--- src/hft_pkg.sv ---
// shared types and constants for the huffman tree build and decode unit
// no dependencies; used by hft_ctrl, hft_dpath and the top level
package hft_pkg;

  localparam int MAX_SYMBOLS = 256;
  localparam int COUNT_WIDTH = 32;
  localparam int NODE_DEPTH  = 2 * MAX_SYMBOLS - 1;
  localparam int NODE_W      = $clog2(NODE_DEPTH);
  localparam int WEIGHT_W    = 40;
  localparam int SYM_W       = 8;
  localparam int IDX_W       = 8;
  localparam int SCOUNT_W    = 9;
  localparam int CFG_DATA_W  = 9;

  typedef enum logic [1:0] {
    OP_LOAD   = 2'd0,
    OP_BUILD  = 2'd1,
    OP_DECODE = 2'd2,
    OP_UNUSED = 2'd3
  } op_e;

  typedef enum logic [1:0] {
    KIND_SYMBOL = 2'd0,
    KIND_BUILT  = 2'd1,
    KIND_REJECT = 2'd2
  } kind_e;

  typedef enum logic {
    REG_START_SYMBOL = 1'b0,
    REG_SYMBOL_COUNT = 1'b1
  } reg_e;

  // controller to datapath commands
  typedef struct packed {
    logic  leaf_wr;
    logic  clr_start;
    logic  clr_wr;
    logic  pos_init;
    logic  pos_inc;
    logic  scan_start;
    logic  scan_step;
    logic  mark_lt;
    logic  mark_rt;
    logic  ptr_root;
    logic  dec_read;
    logic  dec_done;
    logic  out_load;
    kind_e out_kind;
  } cmd_t;

  // datapath to controller status
  typedef struct packed {
    logic load_oob;
    logic clr_last;
    logic scan_last;
    logic pos_last;
    logic dec_leaf;
  } sts_t;

endpackage

--- src/hft_ctrl.sv ---
// controller state machine: sequences loads, tree build and decode
// depends on hft_pkg
module hft_ctrl (
  input  logic          clk_i,
  input  logic          rst_ni,
  input  logic          in_valid_i,
  output logic          in_stall_o,
  input  logic [1:0]    operation_i,
  output logic          out_valid_o,
  input  logic          out_stall_i,
  input  logic          cfg_we_i,
  input  logic          cfg_idx_i,
  input  hft_pkg::sts_t sts_i,
  output hft_pkg::cmd_t cmd_o
);

  typedef enum logic [2:0] {
    S_IDLE,
    S_CLEAR,
    S_SCAN,
    S_SCAN_LAST,
    S_MARK_LT,
    S_MARK_RT,
    S_DECODE
  } state_e;

  state_e state_q, state_d;
  logic   tree_ready_q, tree_ready_d;
  logic   out_valid_q, out_valid_d;
  logic   accept;
  hft_pkg::op_e op;

  assign op          = hft_pkg::op_e'(operation_i);
  assign in_stall_o  = !((state_q == S_IDLE) && (!out_valid_q || !out_stall_i));
  assign accept      = in_valid_i && !in_stall_o;
  assign out_valid_o = out_valid_q;

  // next state and commands
  always_comb begin
    state_d      = state_q;
    tree_ready_d = tree_ready_q;
    cmd_o        = '0;
    cmd_o.out_kind = hft_pkg::KIND_REJECT;
    unique case (state_q)
      S_IDLE: begin
        if (accept) begin
          unique case (op)
            hft_pkg::OP_LOAD: begin
              if (sts_i.load_oob) begin
                cmd_o.out_load = 1'b1;
              end else begin
                cmd_o.leaf_wr = 1'b1;
              end
            end
            hft_pkg::OP_BUILD: begin
              cmd_o.clr_start = 1'b1;
              state_d = S_CLEAR;
            end
            hft_pkg::OP_DECODE: begin
              if (tree_ready_q) begin
                cmd_o.dec_read = 1'b1;
                state_d = S_DECODE;
              end else begin
                cmd_o.out_load = 1'b1;
              end
            end
            default: cmd_o.out_load = 1'b1;
          endcase
        end
      end
      S_CLEAR: begin
        cmd_o.clr_wr = 1'b1;
        if (sts_i.clr_last) begin
          cmd_o.pos_init   = 1'b1;
          cmd_o.scan_start = 1'b1;
          state_d = S_SCAN;
        end
      end
      S_SCAN: begin
        cmd_o.scan_step = 1'b1;
        if (sts_i.scan_last) state_d = S_SCAN_LAST;
      end
      S_SCAN_LAST: state_d = S_MARK_LT;
      S_MARK_LT: begin
        cmd_o.mark_lt = 1'b1;
        state_d = S_MARK_RT;
      end
      S_MARK_RT: begin
        cmd_o.mark_rt = 1'b1;
        if (sts_i.pos_last) begin
          cmd_o.ptr_root = 1'b1;
          cmd_o.out_load = 1'b1;
          cmd_o.out_kind = hft_pkg::KIND_BUILT;
          tree_ready_d   = 1'b1;
          state_d = S_IDLE;
        end else begin
          cmd_o.pos_inc    = 1'b1;
          cmd_o.scan_start = 1'b1;
          state_d = S_SCAN;
        end
      end
      S_DECODE: begin
        cmd_o.dec_done = 1'b1;
        if (sts_i.dec_leaf) begin
          cmd_o.out_load = 1'b1;
          cmd_o.out_kind = hft_pkg::KIND_SYMBOL;
        end
        state_d = S_IDLE;
      end
      default: state_d = S_IDLE;
    endcase
    // a new symbol count needs a new build
    if (cfg_we_i && (hft_pkg::reg_e'(cfg_idx_i) == hft_pkg::REG_SYMBOL_COUNT)) begin
      tree_ready_d = 1'b0;
    end
  end

  // output slot: set on a new result, cleared when taken
  always_comb begin
    out_valid_d = out_valid_q;
    if (out_valid_q && !out_stall_i) out_valid_d = 1'b0;
    if (cmd_o.out_load) out_valid_d = 1'b1;
  end

  always_ff @(posedge clk_i or negedge rst_ni) begin
    if (!rst_ni) begin
      state_q      <= S_IDLE;
      tree_ready_q <= 1'b0;
      out_valid_q  <= 1'b0;
    end else begin
      state_q      <= state_d;
      tree_ready_q <= tree_ready_d;
      out_valid_q  <= out_valid_d;
    end
  end

`ifndef NO_ASSERTIONS
  a_busy_stalls: assert property (@(posedge clk_i) disable iff (!rst_ni)
    (state_q != S_IDLE) |-> in_stall_o)
    else $error("input taken while busy");
  a_mark_pair: assert property (@(posedge clk_i) disable iff (!rst_ni)
    (state_q == S_MARK_LT) |=> (state_q == S_MARK_RT))
    else $error("merge marks out of order");
  a_decode_ready: assert property (@(posedge clk_i) disable iff (!rst_ni)
    (state_q == S_DECODE) |-> tree_ready_q)
    else $error("decode without a built tree");
  a_scan_tail: assert property (@(posedge clk_i) disable iff (!rst_ni)
    (state_q == S_SCAN_LAST) |-> $past(state_q == S_SCAN))
    else $error("scan tail without scan");
`endif

endmodule

--- config.mk ---
export PLATFORM = sky130hd
export DESIGN_NAME = hft_ctrl
export DESIGN_NICKNAME = d
export VERILOG_FILES = /design/src/hft_pkg.sv /design/src/hft_ctrl.sv
export SDC_FILE = /design/constraint.sdc
export NUM_CORES = 1
export LEC_CHECK = 0
export BUFFER_PORTS_ARGS = -buffer_cell sky130_fd_sc_hd__buf_2
export CORE_AREA = 2 2 39 41
export DETAILED_ROUTE_END_ITERATION = 16
export DIE_AREA = 0 0 41 43
export PLACE_DENSITY = 0.64
export SKIP_CTS_REPAIR_TIMING = 1
export SYNTH_ARGS = -nofsm -noshare
export SYNTH_HDL_FRONTEND = slang
export SYNTH_SLANG_ARGS = --single-unit
--- constraint.sdc ---
create_clock -name clk_i -period 2.7 [get_ports clk_i]
set_clock_uncertainty 0.05 [all_clocks]
set_input_delay 0.135 -clock clk_i [delete_from_list [all_inputs] [get_ports clk_i]]
set_output_delay 0.135 -clock clk_i [all_outputs]
set_load 0.1 [all_outputs]
# ---- Word-level counts from Yosys, hierarchy flattened
# Cells that the tools add are included.
# Widths: inputs -> output; s select.
dict set report totals {
  reg_bits 5
  out_inout_bits 17
  wordCells 70
}
dict set report classes {
  n_eq_ne 13
  muxes 39
  reduce_logical 15
}
# op count
set op_table {}
lappend op_table {{$mux 1} 21}
lappend op_table {{$mux 3} 6}
lappend op_table {{$pmux 3 s6} 1}
lappend op_table {{$mux 2} 6}
lappend op_table {{$eq 3x3->1 const B} 3}
lappend op_table {{$eq 3x2->1 const B} 2}
lappend op_table {{$ne 2x2->1 const B} 3}
lappend op_table {{$pmux 1 s3} 2}
lappend op_table {{$pmux 3 s2} 1}
lappend op_table {{$reduce_bool 2->1} 3}
lappend op_table {{$reduce_and 5->1} 1}
lappend op_table {{$logic_and 1x1->1} 4}
lappend op_table {{$pmux 2 s2} 1}
lappend op_table {{$eq 3x1->1 const B} 1}
lappend op_table {{$logic_not 1->1} 3}
lappend op_table {{$logic_not 3->1} 1}
lappend op_table {{$ne 3x1->1 const B} 1}
lappend op_table {{$ne 3x3->1 const B} 1}
lappend op_table {{$eq 2x1->1 const B} 1}
lappend op_table {{$eq 2x2->1 const B} 1}
lappend op_table {{$logic_not 2->1} 1}
lappend op_table {{$pmux 1 s2} 1}
lappend op_table {{$reduce_and 2->1} 1}
lappend op_table {{$logic_or 1x1->1} 1}

# ---- Logic depth before layout (Yosys ltp)
# Gate-level depths: netlist (run 1).
dict set report depth {
  depth_word 7
  depth_mapped 5
  mapped_depth_nobuf 4
}

# ---- Least setup slack after synthesis (run 1)
# OpenSTA, ideal clock, no wires.
dict set report synth_timing {
  path_type {register to output}
  startpoint {register out_valid_q, in the netlist out_valid_o}
  endpoint {output cmd_o[14] (netlist bit)}
  arrival_ns 4.012
  required_ns 2.515
  slack_ns -1.497
  path_stages_with_launch 4
  cell_sequence {dfrtp_1 -> nand2_1 -> nand4_1 -> nor4_1}
}
# item line_no
set synth_rtl {}
lappend synth_rtl {{start, declared} hft_ctrl.sv:29} ;# logic out_valid_q, out_valid_d;
lappend synth_rtl {{start signal, assigned} hft_ctrl.sv:133} ;# out_valid_q <= out_valid_d;
lappend synth_rtl {{end, declared} hft_ctrl.sv:14} ;# output hft_pkg::cmd_t cmd_o

==> results.ini, run 1 <==
[clock_tree]
cts_root_buffer=clkbuf_4
cts_tree=built
cts_inserted_buffers=3
worstSkewPairLatency_ps=240
cts.sinks=5
clkTransAtPathRegs_ps=40
cts_buffer_depth=2
htreeDepth=1

[drt]
drt_first_pass_iters=4
vias=505
post_drt_via_cell_ratio=4.951
finalWirelength_um=1140
drt_iter0_drc=14
drtAntennaViolNets=0
wl_per_cell_um=11.18
drc_errors=0

[synthesis]
syn-cell-area_um2=441.7
synth_fp_nets=69
avgSynthCellArea_um2=7.887
seq_area_frac_synth=0.2833
yosysUniqueCellTypes=30
syn_inst=56
ys_dominant_reg_cell=dfrtp_1
synth-edff-count=0
async_flop_share=1.000
ys_ff_latch=5
ys.warnings.count=0

[floorplanning]
dieArea_um2=1763
die_y_um=43
dieWidth_um=41
initial_core_util=0.3192
rows=14
pin_count=30
core_um2=1384

[critical_path]
crit-reg2reg-launch=state_q[0]
worstSetupPathType=reg2out
cp-start-kind=register
crit_path_end_kind=output port
cp_data_required_time_ps=2520
timing.rr.end=state_q[1]
worst-endpoint-arrival_ps=1820
path_max_fanout=12
reg2reg_slack_ps=1150
r2r_cells=4

[timing]
hold_violations=0
rsz0062_at_grt=false
max_freq_ghz=0.4991
relSlewSlack=0.6779
fin_tns_setup_ps=0
final-setup-viol-count=0
worst_pin_slew_ps=486.5
finalCriticalPeriod_ps=2004
drv_slew=0
final.period_utilization=0.7421

[placement]
place_congestion=0.8864
hpwl_um=890.3
port-buffer-count=29

[global_routing]
grt_start_max_net_pins=16
grt_pass1_wl_um=1814
grt_overflow=0
grt_pass1_vias=448
antenna_found_initial=0
track_usage=0.1452

[outcome]
status=complete, no violations

[finish]
final_util=0.4602
multiInputGateArea_um2=291.5
diodes=0
seq_area_um2=125.1
area_delta_synth_final_pct=44.19
drive_gt1_frac=0.4767
fill_cells=141
layout.nets=100

[worst_hold_path]
hold_depth=2
min-delay-start=cfg_idx_i
hold_path.class=in2reg
min_to=tree_ready_q

[job]
drv_cap=0

[power]
power.density_nw_per_um2=1357
ir_worst_vdd_uv=746.8
p_leak_uw=0.0003550

## sequential cells by signal, indices dropped and copies added (netlist names)
register and flops:
out_valid_o 1, state_q 3, tree_ready_q 1
## stage by stage
stage               setup slack, ps  total power, uW  instance area [um2]  hold WS [ps]  std cells
finish                        696.5            864.5                636.9         13.58        102
global route                  533.1            913.4                636.9         5.402        102
CTS                           669.8            865.3                626.9        -352.0        101
detailed placement            916.4            779.1                600.6        -99.24         97
global placement              950.5            775.0                600.6        -98.12         97
floorplan                    -356.1            703.0                462.9        -210.6         56
## kinds of logic (layout without fill, tap and decap cells)
kind of cell           count (synthesis)  in the layout  share of synthesized area
buffers and inverters                  9             39                     0.1048
multiplexers                           1              1                    0.02266
flip-flops                             5              5                     0.2833
AO/OA/AOI/OAI                         14             14                     0.2210
AND/OR/NAND/NOR                       27             27                     0.3683
## layout by cell type (no fill, tap or decap), types with 2 or more instances in the layout
cell,synthesis,layout
nor2_1,4,4
and3b_1,2,2
clkbuf_4,0,3
dfrtp_1,5,5
and3_1,3,3
nand2_1,3,3
inv_1,3,3
o21ai_1,1,2
a21oi_1,2,2
nand3_1,3,3
o21ai_0,4,3
buf_2,1,29
inv_2,2,2
nand2b_1,2,2
nor2b_1,2,2
nor3_2,0,2
## layout make-up
cell class                      instances  area share
Clock buffer                            4     0.04126
Inverter                                5     0.02947
Tap cell                               16     0.03143
Sequential cell                         5      0.1965
Timing Repair Buffer                   30      0.2436
Multi-Input combinational cell         42      0.4578
## synth_stat cells (all sizes together) (2+ instances only)
| master | instances | share of area |
|---|---|---|
| o21ai | 5 | 0.057 |
| dfrtp | 5 | 0.28 |
| nand2 | 3 | 0.025 |
| a21oi | 2 | 0.023 |
| and3b | 2 | 0.040 |
| nand3 | 3 | 0.034 |
| nor2b | 2 | 0.028 |
| nor3 | 2 | 0.023 |
| nor2 | 5 | 0.059 |
| and3 | 3 | 0.042 |
| nand2b | 2 | 0.028 |
| inv | 5 | 0.042 |
| buf | 4 | 0.062 |
## power by group
| part | switching (uW) | leakage (uW) | internal, uW |
|---|---|---|---|
| clock | 29.3 | 0.0000150 | 55.8 |
| sequential | 50.0 | 0.0000672 | 97.7 |
| combinational | 518 | 0.000273 | 114 |
## layer usage
metal	wire length, um	vias up	track usage
li1	-	261	-
met1	536	222	0.2020
met2	533	22	0.2188
met3	71	0	0.03141
met4	0	0	0.04000
met5	0	-	0
## critical path, cell delays in order, from the launching register on
cell and delay [ps]:
dfrtp_1 550, inv_2 130, or3_4 370, nor2_4 110
buf_2 430
## worst max path at each step
stage                startpoint         to  slack, ps  cells after the start
CTS                  state_q[1]   cmd_o[2]        670                      4
global placement     state_q[1]   cmd_o[2]        950                      4
floorplan           out_valid_o  cmd_o[14]       -360                      3
global route         state_q[1]   cmd_o[2]        530                      4
finish               state_q[0]   cmd_o[0]        700                      4
detailed placement   state_q[1]   cmd_o[2]        920                      4
No activity file was read; power rests on OpenSTA's default activity.
==> inputs of run 2 (changes only) <==
--- a/config.mk
+++ b/config.mk
@@ -5,11 +5,12 @@
 export SDC_FILE = /design/constraint.sdc
 export NUM_CORES = 1
 export LEC_CHECK = 0
+export ABC_AREA = 1
 export BUFFER_PORTS_ARGS = -buffer_cell sky130_fd_sc_hd__buf_2
 export CORE_AREA = 2 2 39 41
 export DETAILED_ROUTE_END_ITERATION = 16
 export DIE_AREA = 0 0 41 43
-export PLACE_DENSITY = 0.64
+export PLACE_DENSITY = 0.68
 export SKIP_CTS_REPAIR_TIMING = 1
 export SYNTH_ARGS = -nofsm -noshare
 export SYNTH_HDL_FRONTEND = slang
==> constraint.sdc (replaced) <==
create_clock -name clk_i -period 2.1 [get_ports clk_i]
set_clock_uncertainty 0.05 [all_clocks]
set_input_delay 0.105 -clock clk_i [delete_from_list [all_inputs] [get_ports clk_i]]
set_output_delay 0.105 -clock clk_i [all_outputs]
set_load 0.1 [all_outputs]
==> run 2 against run 1 <==
First-iteration DRC count fell by 86%. Via count is 9.1% higher. Register-to-register slack got worse by 680 ps. Synthesized cell count increased by 21%. Area after synthesis is 9.3% higher. Die area unchanged. Final area up 15%. Utilization rose by 6.8 points. Sequential share of layout area fell by 2.2 points. Global-route usage rose by 2.9 points. Count of clock-buffer cells in the layout unchanged. Critical endpoint is now cmd_o[2].
==> results.ini, run 2 <==
[timing]
drv_slew=0  ; unchanged
final.period_utilization=0.9340
hold-worst-slack_ps=87.44  ; +73.85 ps
worst_pin_slew_ps=486.9  ; +0.3481 ps
hold_violations=0  ; unchanged
finalCriticalPeriod_ps=1961
max_freq_ghz=0.5098
relSlewSlack=0.6776  ; about the same
final-setup-viol-count=0  ; unchanged
rsz0062_at_grt=false

[finish]
diodes=0  ; unchanged
final_util=0.5280  ; +0.06781
final_cell_mix=buf_2, inv_1, nand2_1, nor2_1, nand2_2
drive_gt1_frac=0.5882  ; +0.1115
fill_cells=143  ; +1.4%
largest_reg_flops=3  ; unchanged
layout_commonest_cell=buf_2
layout.nets=116  ; +16%
area_delta_synth_final_pct=51.30
top_register=state_q

[synthesis]
seq_area_frac_synth=0.2591  ; -0.02422
yosysUniqueCellTypes=23  ; -23%
synth_fp_nets=81  ; +17%
yosys-top-cells-count=inv_1, nand2_1, nor2_1
syn-cell-area_um2=483.0  ; +9.3%
avgSynthCellArea_um2=7.102  ; -9.9%
yosys.area.top_type=dfrtp_1
ys_dominant_reg_cell=dfrtp_1
syn_inst=68  ; +21%
synth_top_area_frac=0.2591  ; -0.02422
synthTopCellsByArea=dfrtp_1, inv_1, nand2_2, nor3_2, nand2_1
ys.warnings.count=0  ; unchanged
synth-edff-count=0  ; unchanged
ys_ff_latch=5  ; unchanged
async_flop_share=1.000  ; unchanged
yosysMostFrequentCell=inv_1

[global_routing]
grt_pass1_vias=521  ; +16%
track_usage=0.1737  ; +0.02858
grt_pass1_wl_um=2035  ; +12%
grt_overflow=0  ; unchanged
antenna_found_initial=0  ; unchanged
grt_start_max_net_pins=8  ; -8

[drt]
vias=551  ; +9.1%
drc_errors=0  ; unchanged
post_drt_via_cell_ratio=4.669  ; -5.7%
finalWirelength_um=1262  ; +11%
drt_iter0_drc=2  ; -12
wl_per_cell_um=10.69  ; -4.3%
drtAntennaViolNets=0  ; unchanged
drt_first_pass_iters=4  ; unchanged

[clock_tree]
clkTransAtPathRegs_ps=40  ; about the same
cts.sinks=5  ; unchanged
cts_root_buffer=clkbuf_4
cts_inserted_buffers=3  ; unchanged
worstSkewPairLatency_ps=260  ; +20 ps
htreeDepth=1  ; unchanged
cts_tree=built
cts_buffer_depth=2  ; unchanged

[floorplanning]
rows=14  ; unchanged
die_y_um=43  ; unchanged
pin_count=30  ; unchanged
core_um2=1384  ; unchanged
dieWidth_um=41  ; unchanged
initial_core_util=0.3490  ; +0.02984
dieArea_um2=1763  ; unchanged

[critical_path]
cpLargestDelayFamily=buffers and inverters
worst-endpoint-arrival_ps=1810  ; about the same
cp-start-kind=register
crit_path_cell_trace=nor2_1 -> nand2_2 -> inv_2 -> nand3_2 -> o21ai_2 -> buf_2
crit_path_end_kind=output port
path_max_fanout=7  ; -5
worstSetupPathType=reg2out
critical-path-max-stage-delay_ps=470  ; -80 ps
cp_slowest_cell=dfrtp_2
path_buf_inv=2  ; unchanged
cp_data_required_time_ps=1950  ; -570 ps

[job]
drv_cap=0  ; unchanged

[placement]
port-buffer-count=29  ; unchanged
hpwl_um=1061  ; +19%
place_congestion=0.8232  ; -7.1%

[outcome]
status=complete, no violations

[worst_hold_path]
hold_path.class=in2reg

-- run 2: cell count changes after synthesis, sizes merged, moves of 3 or more --
| cell | previous run | this run |
|---|---|---|
| inv | 5 | 15 |
| nor2 | 5 | 11 |
| and3 | 3 | 0 |
| nand2 | 3 | 13 |
| nand3 | 3 | 6 |
-- run 2: cells by family after synthesis --
family | Yosys count | synth area share
DFF | 5 | 0.2591
AOI/OAI and AO/OA | 8 | 0.1321
and+or+nand+nor | 38 | 0.4612
buffers and inverters | 17 | 0.1477
-- run 2: cell type report --
class | count | area, um2 | share of cell area
well taps | 16 | 20.02 | 0.02740
flip-flops and latches | 5 | 127.6 | 0.1747
repair buffers | 32 | 177.7 | 0.2432
inverters | 15 | 65.06 | 0.08904
multi-input cells | 46 | 314.1 | 0.4298
clock buffers | 4 | 26.28 | 0.03596
-- run 2: metrics by stage --
stage	std cells	area [um2]	setup slack (ps)	TNS (ps)
CTS	115	698.2	85.12	0
floorplan	68	534.3	-356.6	-1173
global placement	111	671.9	410.0	0
global route	118	730.7	40.41	0
detailed placement	111	671.9	354.7	0
finish	118	730.7	138.5	0
-- run 2: worst register-to-register path, cell delays in order, from the launching register on --
cell           delay (ps)
dfrtp_2               460
inv_2                  80
nor3_4                180
nand2_2               110
a22oi_2               120
dlygate4sd3_1         560
-- run 2: path summary, 6_finish.rpt --
path	slack (ps)	to	from	cells past startpoint
max reg2reg	470	tree_ready_q	state_q[0]	5
max in group asynchronous	1690	state_q[0]	rst_ni	2
max	140	cmd_o[2]	state_q[0]	6
min reg2reg	540	out_valid_o	out_valid_o	2
min	90	state_q[0]	sts_i[3]	4
min in group asynchronous	150	out_valid_o	rst_ni	2
-- run 2: per-layer routing --
layer  track usage  wire length [um]  up-vias
met4       0.08000                27        0
met3       0.04712                88        3
li1              -                 -      282
met2        0.2688               593       24
met1        0.2131               552      242
met5             0                 0        -
Power of run 2 is left out: the tool's default activity adds up to more than one toggle a clock period on the data nets, which glitch-free logic cannot reach.
